**src/hw/rtl/sapm_pkg.sv**
```systemverilog
// ----------------------------------------------------------------------------
// sapm_pkg
// Shared types and constants of the shift-and pattern matcher: item modes,
// field widths, stream packing and the pattern store write request.
// ----------------------------------------------------------------------------
package sapm_pkg;

	// Field widths of one input item and one result item
	localparam int MODE_BITS     = 2;
	localparam int SLOT_BITS     = 6;
	localparam int CHAR_BITS     = 8;
	localparam int LEN_BITS      = 7;
	localparam int OUT_POS_BITS  = 32;

	// Stream widths (packed fields, zero filled to whole bytes)
	localparam int S_TDATA_BITS  = 16;
	localparam int S_TUSER_BITS  = MODE_BITS;
	localparam int M_TDATA_BITS  = 40;

	// Configuration port
	localparam int APB_ADDR_BITS = 3;
	localparam int APB_DATA_BITS = 32;

	// Register index, taken from paddr[2]
	localparam logic REG_PATTERN_LENGTH = 1'b0;

	// Item modes
	localparam logic [MODE_BITS-1:0] MODE_LOAD    = 2'd0;
	localparam logic [MODE_BITS-1:0] MODE_TEXT    = 2'd1;
	localparam logic [MODE_BITS-1:0] MODE_RESTART = 2'd2;

	// Pattern store write request
	typedef struct packed {
		logic                 en;
		logic [SLOT_BITS-1:0] slot;
		logic [CHAR_BITS-1:0] data;
	} store_wr_t;

endpackage

```
**src/hw/rtl/sapm_pattern_store.sv**
```systemverilog
// ----------------------------------------------------------------------------
// sapm_pattern_store
// Pattern character registers, one per lane, with a comparator in every lane.
// Gives the per-lane match mask for a text byte and the one-hot last lane.
// ----------------------------------------------------------------------------
module sapm_pattern_store #(
	parameter int PATTERN_MAX = 64
) (
	input  logic                                 clk,
	input  logic                                 arst_n,
	input  sapm_pkg::store_wr_t                  wr,
	input  logic [sapm_pkg::CHAR_BITS-1:0]       text_byte,
	input  logic [sapm_pkg::LEN_BITS-1:0]        act_len,
	output logic [PATTERN_MAX-1:0]               match_mask,
	output logic [PATTERN_MAX-1:0]               last_lane
);
	import sapm_pkg::*;

	logic [CHAR_BITS-1:0] store_q [PATTERN_MAX];

	// Write one slot; slots beyond the store match no lane and are dropped
	always_ff @(posedge clk or negedge arst_n) begin
		if (!arst_n) begin
			for (int i = 0; i < PATTERN_MAX; i++) begin
				store_q[i] <= '0;
			end
		end else if (wr.en) begin
			for (int i = 0; i < PATTERN_MAX; i++) begin
				if (wr.slot == SLOT_BITS'(i)) begin
					store_q[i] <= wr.data;
				end
			end
		end
	end

	// Compare every active lane with the text byte
	always_comb begin
		for (int i = 0; i < PATTERN_MAX; i++) begin
			match_mask[i] = (store_q[i] == text_byte) && (LEN_BITS'(i) < act_len);
			last_lane[i]  = (act_len == LEN_BITS'(i + 1));
		end
	end

endmodule

```
**src/hw/rtl/shift_and_pattern_matcher_unit.sv**
```systemverilog
// ----------------------------------------------------------------------------
// shift_and_pattern_matcher_unit
// Shift-and string matcher over a pattern of up to PATTERN_MAX characters.
// ----------------------------------------------------------------------------
// Takes one item per clock cycle with no bubbles while results are taken. Load
// items write a pattern character, restart items clear the search, and each
// text byte yields one result, presented through the input register, then
// the result register. A result left waiting in the result register holds
// back only a text byte behind it. The rate is set by the update of the
// match vector: all lanes compare the byte, and the shifted vector is ANDed
// with their mask before the next byte. Pattern length is set through the
// register at address 0; values of 0 act as 1 and values above PATTERN_MAX
// act as PATTERN_MAX.
// ----------------------------------------------------------------------------
module shift_and_pattern_matcher_unit #(
	parameter int PATTERN_MAX   = 64,
	parameter int POSITION_BITS = 32
) (
	input  logic                                clk,
	input  logic                                arst_n,
	// Configuration port
	input  logic                                psel,
	input  logic                                penable,
	input  logic                                pwrite,
	input  logic [sapm_pkg::APB_ADDR_BITS-1:0]  paddr,
	input  logic [sapm_pkg::APB_DATA_BITS-1:0]  pwdata,
	output logic [sapm_pkg::APB_DATA_BITS-1:0]  prdata,
	output logic                                pready,
	// Input items
	input  logic                                s_tvalid,
	output logic                                s_tready,
	input  logic [sapm_pkg::S_TDATA_BITS-1:0]   s_tdata,  // pattern_index[5:0], value[13:6]
	input  logic [sapm_pkg::S_TUSER_BITS-1:0]   s_tuser,  // mode[1:0]
	// Result items
	output logic                                m_tvalid,
	input  logic                                m_tready,
	output logic [sapm_pkg::M_TDATA_BITS-1:0]   m_tdata   // hit[0], start_position[32:1],
	                                                      // first_hit[33]
);
	import sapm_pkg::*;

	localparam logic [PATTERN_MAX-1:0]   VEC_ONE = PATTERN_MAX'(1);
	localparam logic [POSITION_BITS-1:0] POS_ONE = POSITION_BITS'(1);

	// Configuration register
	logic [LEN_BITS-1:0] len_q;
	logic                cfg_wr;

	// Input register
	logic                 s1_valid;
	logic [MODE_BITS-1:0] s1_mode;
	logic [SLOT_BITS-1:0] s1_slot;
	logic [CHAR_BITS-1:0] s1_value;

	// Search state
	logic [PATTERN_MAX-1:0]   vec_q;
	logic [POSITION_BITS-1:0] pos_q;
	logic                     found_q;

	// Result register
	logic                    m_valid_q;
	logic                    hit_q;
	logic [OUT_POS_BITS-1:0] start_q;
	logic                    first_q;

	// Datapath
	logic [LEN_BITS-1:0]      act_len;
	logic [PATTERN_MAX-1:0]   match_mask;
	logic [PATTERN_MAX-1:0]   last_lane;
	logic [PATTERN_MAX-1:0]   vec_next;
	logic [POSITION_BITS-1:0] pos_next;
	logic [POSITION_BITS-1:0] start_calc;
	logic                     hit_now;
	logic                     is_text;
	logic                     is_restart;
	logic                     stall;
	store_wr_t                store_wr;

	// Register access
	assign pready = 1'b1;
	assign cfg_wr = psel && penable && pwrite && pready && (paddr[2] == REG_PATTERN_LENGTH);
	assign prdata = (paddr[2] == REG_PATTERN_LENGTH)
		? {{(APB_DATA_BITS - LEN_BITS){1'b0}}, len_q} : '0;

	always_ff @(posedge clk or negedge arst_n) begin
		if (!arst_n) begin
			len_q <= LEN_BITS'(1);
		end else if (cfg_wr) begin
			len_q <= pwdata[LEN_BITS-1:0];
		end
	end

	// Clamp the length into the lane range
	always_comb begin
		if (len_q == '0) begin
			act_len = LEN_BITS'(1);
		end else if (len_q > LEN_BITS'(PATTERN_MAX)) begin
			act_len = LEN_BITS'(PATTERN_MAX);
		end else begin
			act_len = len_q;
		end
	end

	// Hold a text item only while the result register is full and not taken
	assign is_text    = s1_valid && (s1_mode == MODE_TEXT);
	assign is_restart = s1_valid && (s1_mode == MODE_RESTART);
	assign stall      = is_text && m_valid_q && !m_tready;
	assign s_tready   = !stall;

	// Input register
	always_ff @(posedge clk or negedge arst_n) begin
		if (!arst_n) begin
			s1_valid <= 1'b0;
		end else if (!stall) begin
			s1_valid <= s_tvalid;
		end
	end

	always_ff @(posedge clk) begin
		if (!stall) begin
			s1_mode  <= s_tuser[MODE_BITS-1:0];
			s1_slot  <= s_tdata[SLOT_BITS-1:0];
			s1_value <= s_tdata[SLOT_BITS +: CHAR_BITS];
		end
	end

	// Pattern store and lane compares
	assign store_wr.en   = s1_valid && (s1_mode == MODE_LOAD);
	assign store_wr.slot = s1_slot;
	assign store_wr.data = s1_value;

	sapm_pattern_store #(
		.PATTERN_MAX (PATTERN_MAX)
	) u_store (
		.clk        (clk),
		.arst_n     (arst_n),
		.wr         (store_wr),
		.text_byte  (s1_value),
		.act_len    (act_len),
		.match_mask (match_mask),
		.last_lane  (last_lane)
	);

	// Shift, seed and mask the vector; advance the position
	assign vec_next   = ((vec_q << 1) | VEC_ONE) & match_mask;
	assign pos_next   = pos_q + POS_ONE;
	assign hit_now    = |(vec_next & last_lane);
	assign start_calc = pos_next - POSITION_BITS'(act_len) + POS_ONE;

	always_ff @(posedge clk or negedge arst_n) begin
		if (!arst_n) begin
			vec_q   <= '0;
			pos_q   <= '0;
			found_q <= 1'b0;
		end else if (is_restart) begin
			vec_q   <= '0;
			pos_q   <= '0;
			found_q <= 1'b0;
		end else if (is_text && !stall) begin
			vec_q <= vec_next;
			pos_q <= pos_next;
			if (hit_now) begin
				found_q <= 1'b1;
			end
		end
	end

	// Result register
	always_ff @(posedge clk or negedge arst_n) begin
		if (!arst_n) begin
			m_valid_q <= 1'b0;
		end else if (is_text && !stall) begin
			m_valid_q <= 1'b1;
		end else if (m_tready) begin
			m_valid_q <= 1'b0;
		end
	end

	always_ff @(posedge clk) begin
		if (is_text && !stall) begin
			hit_q   <= hit_now;
			start_q <= hit_now ? OUT_POS_BITS'(start_calc) : '0;
			first_q <= hit_now && !found_q;
		end
	end

	assign m_tvalid = m_valid_q;
	assign m_tdata  = {{(M_TDATA_BITS - OUT_POS_BITS - 2){1'b0}}, first_q, start_q, hit_q};

	// A first hit is always a hit
	a_first_is_hit: assert property (@(posedge clk) disable iff (!arst_n)
		m_valid_q |-> (hit_q || !first_q))
		else $error("first_hit set without hit");

	// No start position without a hit
	a_start_zero: assert property (@(posedge clk) disable iff (!arst_n)
		(m_valid_q && !hit_q) |-> (start_q == '0))
		else $error("start_position nonzero without hit");

	// A delivered hit marks the search as found
	a_found_set: assert property (@(posedge clk) disable iff (!arst_n)
		(is_text && !stall && hit_now && !is_restart) |=> found_q)
		else $error("found flag not set after hit");

	// A restart clears the vector, the position and the found flag
	a_restart_clears: assert property (@(posedge clk) disable iff (!arst_n)
		is_restart |=> (vec_q == '0 && pos_q == '0 && !found_q))
		else $error("restart did not clear search state");

	// Input is held back only by a full, untaken result register
	a_ready_cause: assert property (@(posedge clk) disable iff (!arst_n)
		!s_tready |-> (m_valid_q && !m_tready))
		else $error("input stalled without output backpressure");

endmodule
```
**config.mk**
```make
export PLATFORM = sky130hd
export DESIGN_NAME = shift_and_pattern_matcher_unit
export DESIGN_NICKNAME = d
export VERILOG_FILES = /design/src/hw/rtl/sapm_pkg.sv /design/src/hw/rtl/sapm_pattern_store.sv /design/src/hw/rtl/shift_and_pattern_matcher_unit.sv
export SDC_FILE = /design/constraint.sdc
export NUM_CORES = 2
export LEC_CHECK = 0
export BUFFER_PORTS_ARGS = -buffer_cell sky130_fd_sc_hd__buf_2
export CORE_MARGIN = 8
export CORE_UTILIZATION = 50
export CTS_BUF_LIST = sky130_fd_sc_hd__clkbuf_16
export DETAILED_ROUTE_END_ITERATION = 8
export PLACE_DENSITY = 0.75
export RECOVER_POWER = 25
export SYNTH_ARGS = -nofsm -noshare
export SYNTH_HDL_FRONTEND = slang
export SYNTH_SLANG_ARGS = --single-unit
```
**constraint.sdc**
```tcl
create_clock -name clk -period 6.68 [get_ports clk]
set_input_delay 0 -clock clk [delete_from_list [all_inputs] [get_ports clk]]
set_output_delay 0 -clock clk [all_outputs]
set_load 0.05 [all_outputs]
```
### Word level (Yosys, flattened, before mapping)

Index checks and enable logic that the tools add are counted.

* flip-flop bits (word level): 667
* input port bits: 60
* output and inout bits: 75
* word-level logic and storage cells: 501

* add/sub/neg operators: 3
* order comparisons: 65
* equal/unequal tests: 193
* muxes and demuxes: 12
* bitwise operators: 3
* reductions and logical operators: 149

Operators with widths (number)
* $eq A8 B8 Y1: 64
* $eq A7 B6 Y1 const B: 32
* $lt A6 B7 Y1 const A: 32
* $eq A6 B6 Y1 const B: 32
* $reduce_and A2 Y1: 65
* $and A64 B64 Y64: 2
* $mux W63: 2
* $eq A7 B5 Y1 const B: 16
* $lt A5 B7 Y1 const A: 16
* $eq A6 B5 Y1 const B: 16
* $logic_and A1 B1 Y1: 74
* $add A32 B1 Y32 const B: 2
* $mux W32: 2
* $reduce_or A64 Y1: 1
* $eq A7 B4 Y1 const B: 8
* $lt A4 B7 Y1 const A: 8
* $eq A6 B4 Y1 const B: 8
* $sub A32 B7 Y32: 1
* $eq A7 B3 Y1 const B: 4
* $lt A3 B7 Y1 const A: 4
* $eq A6 B3 Y1 const B: 4
* $mux W7: 3
* $eq A7 B2 Y1 const B: 2
* $lt A1 B7 Y1 const A: 2
* other kinds (15): 25

### Depth between registers and ports, before layout

* depth in word-level cells: 11
* depth in mapped cells: 19
* mapped depth without buffers: 17

### By module

A second synthesis with hierarchy kept.

* cell total of the unflattened synthesis: 3189
* area total of the unflattened synthesis: 35615.4 sq um

By module, submodules not included
* sapm_pattern_store: instances 1, cells an instance 2139, area each 26296.5 sq um, seq. area each 12812.3 sq um
* shift_and_pattern_matcher_unit: instances 1, cells an instance 1050, area each 9318.9 sq um, seq. area each 4130.2 sq um

### Worst setup path after synthesis

OpenSTA, ideal clock, no wires.

* kind: reg2reg
* start point: register pos_q[2]
* end point: register start_q[31], data pin
* setup time: 254 ps
* arrival time: 3372 ps
* path slack: 3053 ps
* cell stages (with the launch flop): 17
* buffers on the path: 1
* period minus slack after synthesis: 3627 ps
* path through: dfrtp_1 nand3_1 nor3_2 and3_1 clkbuf_1 nand3_1 xnor2_1 inv_1 ha_1 a21o_1 a21oi_1 nor2_1 a211oi_1 a31oi_1 a221oi_1 xnor2_1 nor2_1

* longest elaborated chain between the ends: 3

Ends and longest elaborated chain
* start: declaration: RTL line shift_and_pattern_matcher_unit.sv:57 `logic [POSITION_BITS-1:0] pos_q;`
* start signal: assignment: RTL line shift_and_pattern_matcher_unit.sv:161 `pos_q <= pos_next;`
* $add A32 B1 Y32: RTL line shift_and_pattern_matcher_unit.sv:146 `assign pos_next = pos_q + POS_ONE;`
* $sub A32 B7 Y32: RTL line shift_and_pattern_matcher_unit.sv:148 `assign start_calc = pos_next - POSITION_BITS'(act_len) + POS_ONE;`
* $add A32 B1 Y32: RTL line shift_and_pattern_matcher_unit.sv:148
* end signal: assignment: RTL line shift_and_pattern_matcher_unit.sv:182 `start_q <= hit_now ? OUT_POS_BITS'(start_calc) : '0;`
* end: declaration: RTL line shift_and_pattern_matcher_unit.sv:63 `logic [OUT_POS_BITS-1:0] start_q;`

Every way passes these cells.
A chain may end at the register's enable or synchronous reset.

### Final worst setup path

* start point: register len_q[3]
* end point: register start_q[31], data pin

* longest elaborated chain between the ends: 8
* elaborated cells on any way between the ends: 201
* those cells by class: add/sub: 2; order compare: 65; eq/ne: 64; mux: 2; bitwise: 2; reduce/logical: 66

Ends and longest elaborated chain
* start: declaration: RTL line shift_and_pattern_matcher_unit.sv:46 `logic [LEN_BITS-1:0] len_q;`
* start signal: assignment: RTL line shift_and_pattern_matcher_unit.sv:89 `len_q <= pwdata[LEN_BITS-1:0];`
* $gt A7 B7 Y1: RTL line shift_and_pattern_matcher_unit.sv:97 `end else if (len_q > LEN_BITS'(PATTERN_MAX)) begin`
* $mux W7: RTL line shift_and_pattern_matcher_unit.sv:97
* $mux W7 (*): RTL line shift_and_pattern_matcher_unit.sv:95 `if (len_q == '0) begin`
* branches (longest 5 deep; another with $sub A32 B7 Y32)

Mark *: on every way between the ends.

==> impl_metrics.tcl <==
set metrics [dict create \
    grt_use_total_pct 20.8 \
    min_from "pwrite" \
    power_frac_comb_pct 16.7 \
    outcome "finished with violations" \
    netlist_area_sq_um 35000 \
    cts_resized 0 \
    p_leak_nw 17.1 \
    synth_flop_cell "dfrtp_1" \
    r2r_end "start_q[31]" \
    yosys.cell_types.count 79 \
    via_count 23300 \
    rr_startpoint "len_q[3]" \
    gp_congestion 0.957 \
    drv_slew 150 \
    grt_pass1_wl_microns 131000 \
    path_class "register to register" \
    fmax_mhz 197 \
    critical_path_required_ns 6.99 \
    hold_end "len_q[1]" \
    yosysMostFrequentCell "dfrtp_1" \
    antenna_found_initial 0 \
    arrival_ns 5.38 \
    hold_path_depth 3 \
    die_area_sq_um 78800 \
    cap_violations 4 \
    worst_r2r_path_depth 13 \
    cts_sinks 667 \
    start_util_pct 50.3 \
    overflow 0 \
    slew_headroom_pct -251 \
    cts_max_level 3 \
    final_antenna_net_count 0 \
    crit_chain "clkbuf_1 -> nand2_1 -> ha_1 -> ha_1 -> nor2b_1 -> o31ai_1 -> a21boi_0 -> o211a_1 -> o21ai_0 -> a31oi_1 -> a221oi_1 -> xnor2_1 -> nor2_1" \
    placedCellCount 3939 \
    clockPowerShare_pct 37.6 \
    violations "max-capacitance violations, max-slew violations" \
    drive_gt1_share_pct 22.5 \
    cp-start-kind "register" \
    dieWidth_microns 281 \
    syn_inst 3075 \
    hp-class "input pin to register" \
    drt_iter0_markers 1652 \
    cts_tree "yes" \
    detailed_place_hpwl_microns 53500 \
    yosys_warnings 0 \
    wl_per_cell_microns 20.0 \
    setup_tns_ns 0 \
    cts_made_buffers 71 \
    crit_path_frequent_cell "ha_1" \
    firstDrtPassIters 7 \
    cts_setup_buffers 0 \
    core_area_sq_um 69700 \
    p_seq_share_pct 45.7 \
    io_pins 135 \
    tightest_slew_ns 5.27 \
    die_h_microns 281 \
    synth_area_leader_cell "dfrtp_1" \
    ir_worst_vdd_mv 0.207 \
    diodes 0 \
    power.density_nw_per_um2 255 \
    final.setup_skew_ns 0.0288 \
    synthArstFlopShare_pct 92.5 \
    finalNetCount 3197 \
    ys_seq_area_share_pct 48.4 \
    power.switching_mw 2.77 \
    wl_microns 81900 \
    synth-seq-cells 667 \
    holdWs_ns 0.0882 \
    cpMaxStageDelayCell "clkbuf_1" \
    finalHoldViolCount 0 \
    grt_max_degree 182 \
    synthTopCellsByCount "dfrtp_1 (616), mux2_2 (519), xnor2_1 (450), nand2_1 (189), nand3_1 (143)" \
    port_buffers 73 \
    path_max_fanout 28 \
    synth_edf_count 50 \
    period_share_pct 76.0 \
    fillers 5928 \
    finalSetupViolCount 0 \
    rows 97 \
    yosys-top-cells-area "dfrtp_1 (44%), mux2_2 (17%), xnor2_1 (11%), edfxtp_1 (4.3%), xor2_1 (2.9%)" \
    synth_top_cell_area_share_pct 44.0 \
    path_clk_slew_ns 0.06 \
    rrSetupSlack_ns 1.60 \
    grt_pass1_vias 23400 \
    p_int_mw 7.01 \
    area_growth_pct 9.39 \
    cp-end-kind "register" \
    drcViolationCount 0 \
    clk_latency_ns 0.61 \
    cpPeakStageDelay_ns 1.08 \
    post-route-min-period_ns 5.08 \
    clk_path_buf_depth 3 \
    syn_avg_cell_area_sq_um 11.4 \
    cts-root-buf "clkbuf_16" \
    stdcell_count 4088 \
    rsz0062_at_grt "no" \
    viasPerCell 5.71 \
    swShare_pct 28.3 \
]
critical path: cells and delay by family (launching register included):
family / cells / cell delay, ns
AOI/OAI and AO/OA: 6 / 1.69
xor gates and xnor gates: 1 / 0.15
adders and majority gates: 2 / 0.78
buffers and inverters: 1 / 1.08
DFF: 1 / 0.33
and+or+nand+nor: 3 / 0.70
layout by cell type, fill, tap and decap left out, types with 38 or more instances in the layout:
cell type	Yosys	final
edfxtp_1	50	50
inv_1	41	55
nand4_1	96	96
clkbuf_16	0	72
mux2_2	519	519
nand3_1	143	143
dfrtp_1	616	616
nand2_1	189	189
nor2_1	134	134
o21ai_0	93	93
xor2_1	115	115
clkbuf_1	106	39
nor3_1	51	51
ha_1	38	38
xnor2_1	450	450
per-stage QoR:
stage          cell area [sq um]  total power, mW  setup slack [ns]  utilization (%)
2_1_floorplan              35100             5.72              3.05                -
3_3_place_gp               36000             6.13              2.08             51.7
5_1_grt                    38300             10.2             0.847             55.0
4_1_cts                    38400             9.86              2.02             55.1
3_5_place_dp               36000             6.16              2.06             51.7
6_report                   38300             9.78              1.60             55.0
kinds of logic (layout without fill, tap and decap cells):
group	count (synthesis)	after routing	synth area share, %
other cells	2	32	0.0214
simple gates	761	761	10.8
flops	667	667	48.4
xor+xnor	565	565	14.1
compound gates	253	253	4.66
fa+ha+maj	39	39	1.41
buf+inv	267	310	3.83
mux	521	521	16.7
cell type report:
class | count | area [sq um] | share of cell area, %
timing repair buffer | 143 | 1040 | 2.71
clock buffer | 72 | 1800 | 4.70
inverter | 44 | 166 | 0.434
multi-input combinational | 2171 | 16900 | 44.0
clock inverter | 51 | 328 | 0.856
sequential | 667 | 16900 | 44.2
tap | 940 | 1180 | 3.07
power groups by stage:
| stage | combinational (mW) | sequential [mW] | clock (mW) |
|---|---|---|---|
| 3_3_place_gp | 1.60 | 4.53 | 0 |
| 5_1_grt | 1.78 | 4.49 | 3.91 |
| 6_report | 1.63 | 4.47 | 3.68 |
| 4_1_cts | 1.63 | 4.47 | 3.76 |
| 2_1_floorplan | 1.21 | 4.51 | 0 |
| 3_5_place_dp | 1.62 | 4.54 | 0 |
worst max-delay path by stage:
stage / slack [ns] / endpoint / startpoint
floorplan: 3.05 / start_q[31] / pos_q[2]
global placement: 2.08 / start_q[31] / len_q[6]
detailed placement: 2.06 / start_q[29] / len_q[6]
CTS: 2.02 / start_q[29] / len_q[6]
global route: 0.85 / pos_q[28] / arst_n
finish: 1.60 / start_q[31] / len_q[3]
metal layers:
layer  vias to the layer above  share of wire (%)  track usage [%]
met5                         -                  0                0
met4                         0                3.5             7.34
met3                       199                7.0             4.43
met2                       713                 47             33.9
met1                     11700                 43             27.4
li1                      10700                  -                -
registers in the layout (all words and copies together), names as in the netlist:
register / cells
found_q: 1
first_q: 1
s1_mode: 2
s1_slot: 6
len_q: 7
pos_q: 32
start_q: 32
s1_valid: 1
u_store.store_q: 512
s1_value: 8
m_tvalid: 1
hit_q: 1
vec_q: 63
timing repair:
action                     CTS  global route
hold endpoints to repair   112             0
hold buffers                26             0
setup endpoints to repair    0             0
(Power assumes the default switching activity.)
